$ cat config.mk
export PLATFORM = sky130hd
export DESIGN_NAME = sparse_poly_term_merge_add
export DESIGN_NICKNAME = d
export VERILOG_FILES = /design/src/rtl/spma_pkg.sv /design/src/rtl/sparse_poly_term_merge_add.sv /design/src/rtl/spma_term_mem.sv /design/src/rtl/spma_out_reg.sv
export SDC_FILE = /design/constraint.sdc
export NUM_CORES = 2
export LEC_CHECK = 0
export BUFFER_PORTS_ARGS = -buffer_cell sky130_fd_sc_hd__buf_2
export CORE_ASPECT_RATIO = 0.7
export CORE_MARGIN = 8
export CORE_UTILIZATION = 30
export DETAILED_ROUTE_END_ITERATION = 16
export HOLD_SLACK_MARGIN = 0.08
export PLACE_DENSITY = 0.42
export SETUP_SLACK_MARGIN = 0.5
export SLEW_MARGIN = 20
export SYNTH_ARGS = -nofsm -noshare
export SYNTH_HDL_FRONTEND = slang
export SYNTH_HIERARCHICAL = 1
export SYNTH_SLANG_ARGS = --single-unit
$ cat constraint.sdc
create_clock -name aclk -period 10.88 [get_ports aclk]
set_input_delay 1.088 -clock aclk [delete_from_list [all_inputs] [get_ports aclk]]
set_output_delay 1.088 -clock aclk [all_outputs]
set_load 0.02 [all_outputs]
$ cat src/rtl/spma_pkg.sv
// ---------------------------------------------------------------------------
// Sparse polynomial merge adder package
// Shared types, opcodes, state encoding and defaults.
// ---------------------------------------------------------------------------
package spma_pkg;

    localparam int MAX_TERMS_DEF = 32;
    localparam int COEF_W        = 32;
    localparam int EXP_W         = 16;
    localparam int SUM_W         = COEF_W + 1;

    localparam logic [1:0] OP_LOAD_FIRST  = 2'd0;
    localparam logic [1:0] OP_LOAD_SECOND = 2'd1;
    localparam logic [1:0] OP_MERGE       = 2'd2;

    typedef struct packed {
        logic [1:0]               opcode;
        logic signed [COEF_W-1:0] term_coefficient;
        logic [EXP_W-1:0]         term_exponent;
    } spma_in_t;

    typedef struct packed {
        logic signed [SUM_W-1:0] sum_coefficient;
        logic [EXP_W-1:0]        sum_exponent;
        logic                    last_term;
        logic                    terms_dropped;
    } spma_out_t;

    typedef struct packed {
        logic signed [COEF_W-1:0] coefficient;
        logic [EXP_W-1:0]         exponent;
    } spma_term_t;

    typedef enum logic {
        SPMA_IDLE,
        SPMA_MERGE
    } spma_state_t;

endpackage

$ cat src/rtl/sparse_poly_term_merge_add.sv
// ---------------------------------------------------------------------------
// Sparse polynomial merge adder
// Loads two term lists and merges them into one sum polynomial.
// ---------------------------------------------------------------------------
// The input channel (s_valid, s_ready, s_data) takes one command per
// transaction. A load command appends a term to the first or second list;
// a load into a full list is dropped and flagged on the next merge. A
// merge command starts the merge engine, which walks both list memories
// with two read pointers and, while the output register can take it,
// writes one result term per cycle into the output register on the result
// channel (m_valid, m_ready, m_data). The first term reaches the result
// channel through the state register and the output register; it can be
// held back by a stalled last term of the previous merge. The list
// memories have registered read data and there is a single merge unit.
// s_ready is low while a merge runs.
// If the receiver stalls, the output register holds its term and the
// engine waits. Reset empties both lists, clears the dropped flag and
// the output valid flag; the list memories themselves are not cleared.
// ---------------------------------------------------------------------------
module sparse_poly_term_merge_add #(
    parameter int MAX_TERMS = spma_pkg::MAX_TERMS_DEF
) (
    input  logic                aclk,
    input  logic                aresetn,
    input  logic                s_valid,
    output logic                s_ready,
    input  spma_pkg::spma_in_t  s_data,
    output logic                m_valid,
    input  logic                m_ready,
    output spma_pkg::spma_out_t m_data
);

    localparam int CW = $clog2(MAX_TERMS + 1);
    localparam int AW = (MAX_TERMS > 1) ? $clog2(MAX_TERMS) : 1;

    spma_pkg::spma_state_t state_reg;
    spma_pkg::spma_state_t state_next;
    logic [CW-1:0]         cnt_a_reg;
    logic [CW-1:0]         cnt_a_next;
    logic [CW-1:0]         cnt_b_reg;
    logic [CW-1:0]         cnt_b_next;
    logic [CW-1:0]         ptr_a_reg;
    logic [CW-1:0]         ptr_a_next;
    logic [CW-1:0]         ptr_b_reg;
    logic [CW-1:0]         ptr_b_next;
    logic                  dropped_reg;
    logic                  dropped_next;

    logic                  accept;
    logic                  is_load_a;
    logic                  is_load_b;
    logic                  is_merge;
    logic                  wr_a;
    logic                  wr_b;
    spma_pkg::spma_term_t  wr_term;
    spma_pkg::spma_term_t  rd_a;
    spma_pkg::spma_term_t  rd_b;

    logic                  a_avail;
    logic                  b_avail;
    logic                  take_a;
    logic                  take_b;
    logic [CW-1:0]         ptr_a_adv;
    logic [CW-1:0]         ptr_b_adv;
    logic                  last;
    logic                  emit;
    logic                  o_ready;
    logic                  merging;
    spma_pkg::spma_out_t   o_data;

    assign accept    = s_valid && s_ready;
    assign is_load_a = accept && (s_data.opcode == spma_pkg::OP_LOAD_FIRST);
    assign is_load_b = accept && (s_data.opcode == spma_pkg::OP_LOAD_SECOND);
    assign is_merge  = accept && (s_data.opcode == spma_pkg::OP_MERGE);
    assign wr_a      = is_load_a && (cnt_a_reg < CW'(MAX_TERMS));
    assign wr_b      = is_load_b && (cnt_b_reg < CW'(MAX_TERMS));

    assign wr_term.coefficient = s_data.term_coefficient;
    assign wr_term.exponent    = s_data.term_exponent;

    spma_term_mem #(
        .DEPTH (MAX_TERMS),
        .AW    (AW)
    ) u_mem_a (
        .aclk    (aclk),
        .wr_en   (wr_a),
        .wr_addr (cnt_a_reg[AW-1:0]),
        .wr_data (wr_term),
        .rd_addr (ptr_a_next[AW-1:0]),
        .rd_data (rd_a)
    );

    spma_term_mem #(
        .DEPTH (MAX_TERMS),
        .AW    (AW)
    ) u_mem_b (
        .aclk    (aclk),
        .wr_en   (wr_b),
        .wr_addr (cnt_b_reg[AW-1:0]),
        .wr_data (wr_term),
        .rd_addr (ptr_b_next[AW-1:0]),
        .rd_data (rd_b)
    );

    assign a_avail = ptr_a_reg < cnt_a_reg;
    assign b_avail = ptr_b_reg < cnt_b_reg;

    always_comb begin
        take_a = 1'b0;
        take_b = 1'b0;
        if (a_avail && b_avail) begin
            if (rd_a.exponent == rd_b.exponent) begin
                take_a = 1'b1;
                take_b = 1'b1;
            end else if (rd_a.exponent > rd_b.exponent) begin
                take_a = 1'b1;
            end else begin
                take_b = 1'b1;
            end
        end else if (a_avail) begin
            take_a = 1'b1;
        end else begin
            take_b = 1'b1;
        end
    end

    assign ptr_a_adv = ptr_a_reg + CW'(take_a);
    assign ptr_b_adv = ptr_b_reg + CW'(take_b);
    assign last      = (ptr_a_adv >= cnt_a_reg) && (ptr_b_adv >= cnt_b_reg);

    always_comb begin
        logic signed [spma_pkg::SUM_W-1:0] ext_a;
        logic signed [spma_pkg::SUM_W-1:0] ext_b;
        ext_a = {rd_a.coefficient[spma_pkg::COEF_W-1], rd_a.coefficient};
        ext_b = {rd_b.coefficient[spma_pkg::COEF_W-1], rd_b.coefficient};
        if (take_a && take_b) begin
            o_data.sum_coefficient = ext_a + ext_b;
        end else if (take_a) begin
            o_data.sum_coefficient = ext_a;
        end else begin
            o_data.sum_coefficient = ext_b;
        end
        o_data.sum_exponent  = take_a ? rd_a.exponent : rd_b.exponent;
        o_data.last_term     = last;
        o_data.terms_dropped = dropped_reg;
    end

    always_comb begin
        state_next = state_reg;
        case (state_reg)
            spma_pkg::SPMA_IDLE: begin
                if (is_merge && ((cnt_a_reg != '0) || (cnt_b_reg != '0))) begin
                    state_next = spma_pkg::SPMA_MERGE;
                end
            end
            spma_pkg::SPMA_MERGE: begin
                if (o_ready && last) begin
                    state_next = spma_pkg::SPMA_IDLE;
                end
            end
            default: begin
                state_next = spma_pkg::SPMA_IDLE;
            end
        endcase
    end

    always_comb begin
        s_ready = 1'b0;
        merging = 1'b0;
        case (state_reg)
            spma_pkg::SPMA_IDLE: begin
                s_ready = 1'b1;
            end
            spma_pkg::SPMA_MERGE: begin
                merging = 1'b1;
            end
            default: begin
                s_ready = 1'b0;
            end
        endcase
    end

    assign emit = merging && o_ready;

    always_comb begin
        cnt_a_next   = cnt_a_reg;
        cnt_b_next   = cnt_b_reg;
        ptr_a_next   = ptr_a_reg;
        ptr_b_next   = ptr_b_reg;
        dropped_next = dropped_reg;
        if (wr_a) begin
            cnt_a_next = cnt_a_reg + CW'(1);
        end
        if (wr_b) begin
            cnt_b_next = cnt_b_reg + CW'(1);
        end
        if ((is_load_a && !wr_a) || (is_load_b && !wr_b)) begin
            dropped_next = 1'b1;
        end
        if (emit) begin
            if (last) begin
                cnt_a_next   = '0;
                cnt_b_next   = '0;
                ptr_a_next   = '0;
                ptr_b_next   = '0;
                dropped_next = 1'b0;
            end else begin
                ptr_a_next = ptr_a_adv;
                ptr_b_next = ptr_b_adv;
            end
        end
    end

    always_ff @(posedge aclk) begin
        if (!aresetn) begin
            state_reg   <= spma_pkg::SPMA_IDLE;
            cnt_a_reg   <= '0;
            cnt_b_reg   <= '0;
            ptr_a_reg   <= '0;
            ptr_b_reg   <= '0;
            dropped_reg <= 1'b0;
        end else begin
            state_reg   <= state_next;
            cnt_a_reg   <= cnt_a_next;
            cnt_b_reg   <= cnt_b_next;
            ptr_a_reg   <= ptr_a_next;
            ptr_b_reg   <= ptr_b_next;
            dropped_reg <= dropped_next;
        end
    end

    spma_out_reg u_out (
        .aclk     (aclk),
        .aresetn  (aresetn),
        .in_valid (merging),
        .in_ready (o_ready),
        .in_data  (o_data),
        .m_valid  (m_valid),
        .m_ready  (m_ready),
        .m_data   (m_data)
    );

endmodule

$ cat src/rtl/spma_term_mem.sv
// ---------------------------------------------------------------------------
// Term list memory
// One write port and one read port with registered read data.
// ---------------------------------------------------------------------------
module spma_term_mem #(
    parameter int DEPTH = spma_pkg::MAX_TERMS_DEF,
    parameter int AW    = (DEPTH > 1) ? $clog2(DEPTH) : 1
) (
    input  logic                aclk,
    input  logic                wr_en,
    input  logic [AW-1:0]       wr_addr,
    input  spma_pkg::spma_term_t wr_data,
    input  logic [AW-1:0]       rd_addr,
    output spma_pkg::spma_term_t rd_data
);

    spma_pkg::spma_term_t mem [DEPTH];

    always_ff @(posedge aclk) begin
        if (wr_en) begin
            mem[wr_addr] <= wr_data;
        end
    end

    always_ff @(posedge aclk) begin
        rd_data <= mem[rd_addr];
    end

endmodule

$ cat src/rtl/spma_out_reg.sv
// ---------------------------------------------------------------------------
// Result output register
// Holds one result transaction so the merge engine can run ahead of a
// stalled receiver by one term.
// ---------------------------------------------------------------------------
module spma_out_reg (
    input  logic                aclk,
    input  logic                aresetn,
    input  logic                in_valid,
    output logic                in_ready,
    input  spma_pkg::spma_out_t in_data,
    output logic                m_valid,
    input  logic                m_ready,
    output spma_pkg::spma_out_t m_data
);

    logic                valid_reg;
    logic                valid_next;
    spma_pkg::spma_out_t data_reg;

    assign in_ready = !valid_reg || m_ready;
    assign m_valid  = valid_reg;
    assign m_data   = data_reg;

    always_comb begin
        valid_next = valid_reg;
        if (in_ready) begin
            valid_next = in_valid;
        end
    end

    always_ff @(posedge aclk) begin
        if (!aresetn) begin
            valid_reg <= 1'b0;
        end else begin
            valid_reg <= valid_next;
        end
    end

    always_ff @(posedge aclk) begin
        if (in_ready && in_valid) begin
            data_reg <= in_data;
        end
    end

endmodule

[Word-level counts from Yosys, hierarchy flattened]
Memories as Yosys holds them, arrays and structs flattened. A register that Yosys moved wholly into a read port is not among the register bits.
Index checks and enable logic that the tools add are counted.
Word-level totals
  register bits after elaboration: 78
  latch bits: 0
  memory bits (writable): 3072
  memory bits (read-only): 0
  output and inout bits: 53
  memories: 2
Operators by class
  add/sub/neg operators: 5
  $mul: 0
  divide/modulo/power cells: 0
  $lt $le $gt $ge: 7
  eq/ne operators: 3
  shifts and indexed selects: 0
  muxes and demuxes: 33
  bitwise operators: 1
  reductions and logical operators: 23
Memory list
  u_mem_a.mem: depth 32, bits a word 48, read ports 1, clocked after Yosys merged registers in 1, write ports 1, RTL line spma_term_mem.sv:17  | spma_pkg::spma_term_t mem [DEPTH];
  u_mem_b.mem: depth 32, bits a word 48, read ports 1, clocked after Yosys merged registers in 1, write ports 1, RTL line spma_term_mem.sv:17
Operators by type and width (number)
  33-bit two-way mux: 2
  6-bit two-way mux: 8
  32-bit by 32-bit adder with 33-bit output: 1
  1-bit two-way mux: 19
  16-bit == test: 1
  16-bit > comparator: 1
  16-bit two-way mux: 1
  1-bit logical AND: 14
  6-bit by 1-bit adder with 6-bit output: 2
  6-bit by 1-bit adder with 6-bit output (second input constant): 2
  6-bit >= comparator: 2
  6-bit less-than comparator: 2
  6-bit less-than comparator (second input constant): 2
  6-bit nonzero test: 2
  5-bit two-way mux: 2
  1-bit logical NOT: 3
  1-bit logical OR: 3
  2-bit by 1-bit == test with 1-bit output (second input constant): 1
  2-bit == test (second input constant): 1
  2-bit logical NOT: 1
  1-bit one-hot mux with 2 select lines: 1
  1-bit NOT: 1

[Logic depth before layout (Yosys ltp)]
  depth in word-level cells: 10
  depth in mapped cells: 31
  depth with buffers taken out: 28

[Modules after synthesis]
Netlist, hierarchy kept.
Modules (own cells, without submodules)
  spma_term_mem: instances 2, cells an instance 3364, area an instance 60724.5 um^2, sequential area each 47085.2 um^2
  sparse_poly_term_merge_add: instances 1, cells an instance 662, area an instance 4743.3 um^2, sequential area each 520.5 um^2
  spma_out_reg: instances 1, cells an instance 56, area an instance 1589.0 um^2, sequential area each 1551.5 um^2

[Least setup slack after synthesis]
No wires, ideal clock.
  kind: register to register
  start point: register cnt_a_reg[1]
  end point: register, netlist name u_mem_a/rd_data[45]
  arrival time: 5.250 ns
  path slack: 5.505 ns
  stages on the path, launching flop included: 29
  path buffers: 5
  period minus slack after synthesis: 5.375 ns
  cells stage by stage: dfxtp_1 inv_1 ha_1 a21o_1 a21o_1 a21oi_1 o21ai_1 a31oi_2 buf_4 buf_2 ha_1 inv_1 ha_1 nand2b_1 a21o_1 a21o_1 a21o_1 a21oi_1 nor2b_1 o22ai_2 inv_2 clkbuf_1 o31ai_1 nand2b_1 clkbuf_1 clkbuf_1 a21oi_1 nand3_1 nand3_1
On the way
  word-level cells in the longest chain between the ends: 8
  elaborated cells on any way between the ends: 13
  those cells by class: 2 x add/sub; 3 x order compare; 6 x mux; 2 x reduce/logical
RTL lines
  start: declaration: RTL line sparse_poly_term_merge_add.sv:38  | logic [CW-1:0] cnt_a_reg;
  start signal: assignment: RTL line sparse_poly_term_merge_add.sv:224  | cnt_a_reg <= cnt_a_next;
  6-bit less-than comparator: RTL line sparse_poly_term_merge_add.sv:105  | assign a_avail = ptr_a_reg < cnt_a_reg;
  1-bit two-way mux or 1-bit logical AND (tied branches): RTL line sparse_poly_term_merge_add.sv:120, sparse_poly_term_merge_add.sv:111
  1-bit two-way mux: RTL line sparse_poly_term_merge_add.sv:111  | if (a_avail && b_avail) begin
  6-bit by 1-bit adder with 6-bit output, on equally long branches: RTL line sparse_poly_term_merge_add.sv:127, sparse_poly_term_merge_add.sv:128
  6-bit >= comparator: RTL line sparse_poly_term_merge_add.sv:129  | assign last = (ptr_a_adv >= cnt_a_reg) && (ptr_b_adv >= cnt_b_reg);
  1-bit logical AND (*): RTL line sparse_poly_term_merge_add.sv:129
  named net last: RTL line sparse_poly_term_merge_add.sv:65  | logic last;
  6-bit two-way mux (*): RTL line sparse_poly_term_merge_add.sv:201  | if (last) begin
  5-bit two-way mux (*): RTL line sparse_poly_term_merge_add.sv:200  | if (emit) begin
  named net ptr_a_next[4]: RTL line sparse_poly_term_merge_add.sv:43  | logic [CW-1:0] ptr_a_next;
The timed path passes the listed nets; every way through them passes the cells marked *.
A chain may end at the register's enable or synchronous reset.

[Final worst setup path]
  start point: register, netlist name u_mem_b/rd_data[11]
  end point: register, netlist name u_mem_b/rd_data[38]
On the way
  word-level cells in the longest chain between the ends: 9
  elaborated cells on any way between the ends: 15
  those cells by class: 2 x add/sub; 3 x order compare; 1 x eq/ne; 8 x mux; 1 x reduce/logical
RTL lines
  16-bit > comparator: RTL line sparse_poly_term_merge_add.sv:115  | end else if (rd_a.exponent > rd_b.exponent) begin
  1-bit two-way mux: RTL line sparse_poly_term_merge_add.sv:115
  1-bit two-way mux: RTL line sparse_poly_term_merge_add.sv:112  | if (rd_a.exponent == rd_b.exponent) begin
  1-bit two-way mux: RTL line sparse_poly_term_merge_add.sv:111
  6-bit by 1-bit adder with 6-bit output, on equally long branches: RTL line sparse_poly_term_merge_add.sv:127, sparse_poly_term_merge_add.sv:128
  6-bit >= comparator: RTL line sparse_poly_term_merge_add.sv:129
  1-bit logical AND: RTL line sparse_poly_term_merge_add.sv:129
  6-bit two-way mux (*): RTL line sparse_poly_term_merge_add.sv:201
  5-bit two-way mux (*): RTL line sparse_poly_term_merge_add.sv:200
  named net ptr_b_next[2]: RTL line sparse_poly_term_merge_add.sv:45  | logic [CW-1:0] ptr_b_next;
Marks and branches as above.

==> impl_metrics.py <==
metrics = {
    "synthesis": {
        "synth_compound_area_share_pct": 5.69,
        "synthAdderAreaFrac_pct": 0.789,
        "netlist.area_leader.share_pct": 73.4,
        "yosysWarningCount": 6,
        "ys_seq_area_share_pct": 75.3,
        "ys_seq_elements": 3246,
        "synthesis.area_mm2": 0.128,
        "muxShareOfSynthArea_pct": 12.2,
        "synth_area_leaders": "edfxtp_1 (73%), mux2i_1 (12%), dfxtp_1 (1.9%)",
        "synth_nets": 7580,
        "post_synth_num_cell_types": 75,
        "synth_common_cells": "edfxtp_1 (3123), mux2i_1 (1549), a21oi_1 (367)",
        "async_flop_share_pct": 0,
        "synth_top_cell_by_area": "edfxtp_1",
        "ys.flop_type": "edfxtp_1",
        "synthSimpleGateAreaFrac_pct": 3.56,
        "synthXorXnorAreaFrac_pct": 0.295,
        "syn_inst": 7446,
        "synth_edf_count": 3123,
        "avgSynthCellArea_um2": 17.2,
        "synth.most_common_cell": "edfxtp_1",
        "synth_top_family_by_area": "multiplexers",
    },
    "global_routing": {
        "grt_max_degree": 151,
        "grt_pass1_wl_um": 582000,
        "grt_pass1_vias": 68800,
        "grt_usage_pct": 18.4,
        "antenna_found_initial": 57,
        "grt-ovfl-total": 0,
    },
    "run_status": {
        "status": "finished, final reports clean",
    },
    "timing": {
        "max_freq_mhz": 106,
        "slew_violations": 0,
        "setup_violations": 0,
        "clock_skew_ns": 0.0412,
        "worst_pin_slew_ns": 1.20,
        "max-slew-margin-rel_pct": 20.1,
        "fin_crit_sh_pct": 86.7,
        "hold_viol": 0,
        "rsz0062_at_grt": "no",
        "period_needed_ns": 9.43,
        "setup_tns_ns": 0,
    },
    "drt": {
        "drt-initial-drc-count": 6341,
        "wire_per_inst_um": 31.3,
        "post-route-drc-count": 0,
        "wl_um": 428000,
        "firstDrtPassIters": 6,
        "via_count": 69800,
        "antenna_left": 0,
        "vias_per_cell": 5.10,
    },
    "clocking": {
        "cts.hold.buffers_added": 0,
        "clkSlewWorstSetupHoldPaths_ns": 0.06,
        "clock_path_buffers": 4,
        "post-cts-setup-buffers": 0,
        "cts.sinks": 3246,
        "cts_resized": 0,
        "cts_root_buffer": "clkbuf_16",
        "cts_buffers": 340,
        "clk_latency_ns": 0.97,
        "htreeDepth": 5,
        "cts_tree": "built",
    },
    "worst_setup_path": {
        "worstPathRequired_ns": 11.60,
        "critPathMaxFanout": 60,
        "cp_slowest_stage_delay_ns": 0.96,
        "crit_type": "reg -> reg",
        "end_kind": "flip-flop",
        "cp.arrival_ns": 10.15,
        "cp-start-kind": "flip-flop",
        "crit_slowest_cell": "buf_4",
    },
    "power": {
        "intPower_mw": 20.3,
        "leakagePower_nw": 43.7,
        "switching_share_pct": 20.9,
        "power_frac_clock_pct": 44.7,
        "p_per_area_mw_per_mm2": 175,
        "switching_power_mw": 5.37,
        "combPwrFrac_pct": 1.8,
        "ir_worst_vdd_mv": 0.107,
        "seq_power_share_pct": 53.5,
    },
    "floorplan": {
        "num_io_pins": 107,
        "dieHeight_um": 562,
        "die-area_mm2": 0.447,
        "fp-row-count": 200,
        "die_x_um": 796,
        "start_util_pct": 30.1,
        "core-area_mm2": 0.424,
    },
    "finish": {
        "nets": 7865,
        "multi_input_area_mm2": 0.0294,
        "fill_cells": 40200,
        "final_util_pct": 34.5,
        "drive_gt1_share_pct": 11.6,
        "syn2layout_area_growth_pct": 14.7,
        "regArea_mm2": 0.0962,
    },
    "worst_hold_path": {
        "hold_class": "reg -> reg",
    },
    "placed_design": {
        "place.gp.congestion": 0.772,
        "dpl.hpwl_um": 235000,
        "io_buffers": 106,
    },
    "flow_run": {
        "max-cap-violations": 0,
    },
}
## power by group through the flow
stage	sequential, mW	combinational [mW]	clock [mW]
finish	13.8	0.472	11.5
detailed placement	14.0	0.480	0
floorplan	14.0	0.144	0
global placement	14.0	0.470	0
CTS	13.8	0.481	11.8
global route	13.7	0.512	12.2
## routing by layer
metal	wire, um	GRT usage, %
met1	210000	27.9
met2	191000	28.5
met3	19800	2.19
met4	7310	3.34
met5	27	0
## final cells by class
class                   instances  share of cell area, %
flip-flops and latches       3246                   65.7
repair buffers                351                   1.95
well taps                    5656                   4.83
diodes                         21                 0.0359
clock buffers                 461                   6.40
inverters                      48                  0.123
multi-input cells            3744                   20.0
clock inverters               151                  0.949
## cell usage in the layout, fill, tap and decap left out, types with 7 or more instances in the layout
| cell | synthesis | final |
|---|---|---|
| a31oi_1 | 102 | 102 |
| nor2b_1 | 13 | 11 |
| clkbuf_16 | 0 | 347 |
| inv_1 | 47 | 47 |
| nor3_1 | 107 | 107 |
| a21o_1 | 24 | 24 |
| o31ai_1 | 9 | 7 |
| clkinv_2 | 0 | 44 |
| and2_1 | 13 | 11 |
| ha_1 | 79 | 79 |
| o21ai_0 | 38 | 36 |
| clkinv_1 | 0 | 55 |
| buf_4 | 78 | 212 |
| buf_12 | 0 | 32 |
| a21oi_1 | 367 | 367 |
| nand3_1 | 308 | 308 |
| buf_2 | 90 | 102 |
| nand3b_1 | 10 | 10 |
| clkbuf_1 | 134 | 88 |
| and3_1 | 8 | 8 |
| nand2_1 | 359 | 357 |
| dfxtp_1 | 123 | 123 |
| a22o_1 | 194 | 194 |
| edfxtp_1 | 3123 | 3123 |
| inv_6 | 0 | 8 |
| clkinvlp_4 | 0 | 8 |
| mux2i_1 | 1549 | 1549 |
| nand2b_1 | 15 | 11 |
| clkbuf_8 | 0 | 26 |
| xor2_1 | 17 | 17 |
| nand4_1 | 10 | 10 |
| a22oi_1 | 288 | 288 |
| clkinv_8 | 0 | 8 |
| xnor2_1 | 26 | 26 |
| o21ai_1 | 8 | 9 |
| nor2_1 | 123 | 57 |
| bufinv_16 | 0 | 20 |
| nor2_4 | 0 | 66 |
| diode_2 | 0 | 21 |
## cells by family after synthesis
family,after synthesis
compound gates,1075
mux,1552
fa+ha+maj,80
flops,3246
simple gates,994
xor+xnor,43
buf+inv,456
## metrics by stage
| step | instance area [um2] | worst slack [ns] | hold slack (ns) | cells | power (mW) |
|---|---|---|---|---|---|
| 3_3_place_gp | 136000 | 1.46 | 0.508 | 13000 | 14.5 |
| 6_report | 147000 | 1.45 | 0.515 | 13700 | 25.7 |
| 3_5_place_dp | 136000 | 1.60 | 0.511 | 13000 | 14.5 |
| 5_1_grt | 146000 | 1.36 | 0.509 | 13700 | 26.5 |
| 4_1_cts | 146000 | 1.60 | 0.452 | 13700 | 26.0 |
| 2_1_floorplan | 128000 | 5.51 | 0.409 | 7446 | 14.1 |
## worst max-delay path: cells and delay by family (launching register included)
| kind | cells | cell delay [ns] |
|---|---|---|
| compound gates | 13 | 3.65 |
| fa+ha+maj | 3 | 1.00 |
| buf+inv | 5 | 1.83 |
| flops | 1 | 0.61 |
| simple gates | 8 | 2.07 |
## final timing paths
path | startpoint | to | slack (ns) | depth (start not counted)
setup / recovery | u_mem_b/rd_data[11] | u_mem_b/rd_data[38] | 1.45 | 29
hold / removal | state_reg | u_out/m_valid | 0.52 | 2
setup reg to reg | u_mem_b/rd_data[11] | u_mem_b/rd_data[38] | 1.45 | 29
hold reg to reg | state_reg | u_out/m_valid | 0.52 | 2
No activity file was read; power rests on OpenSTA's default activity.
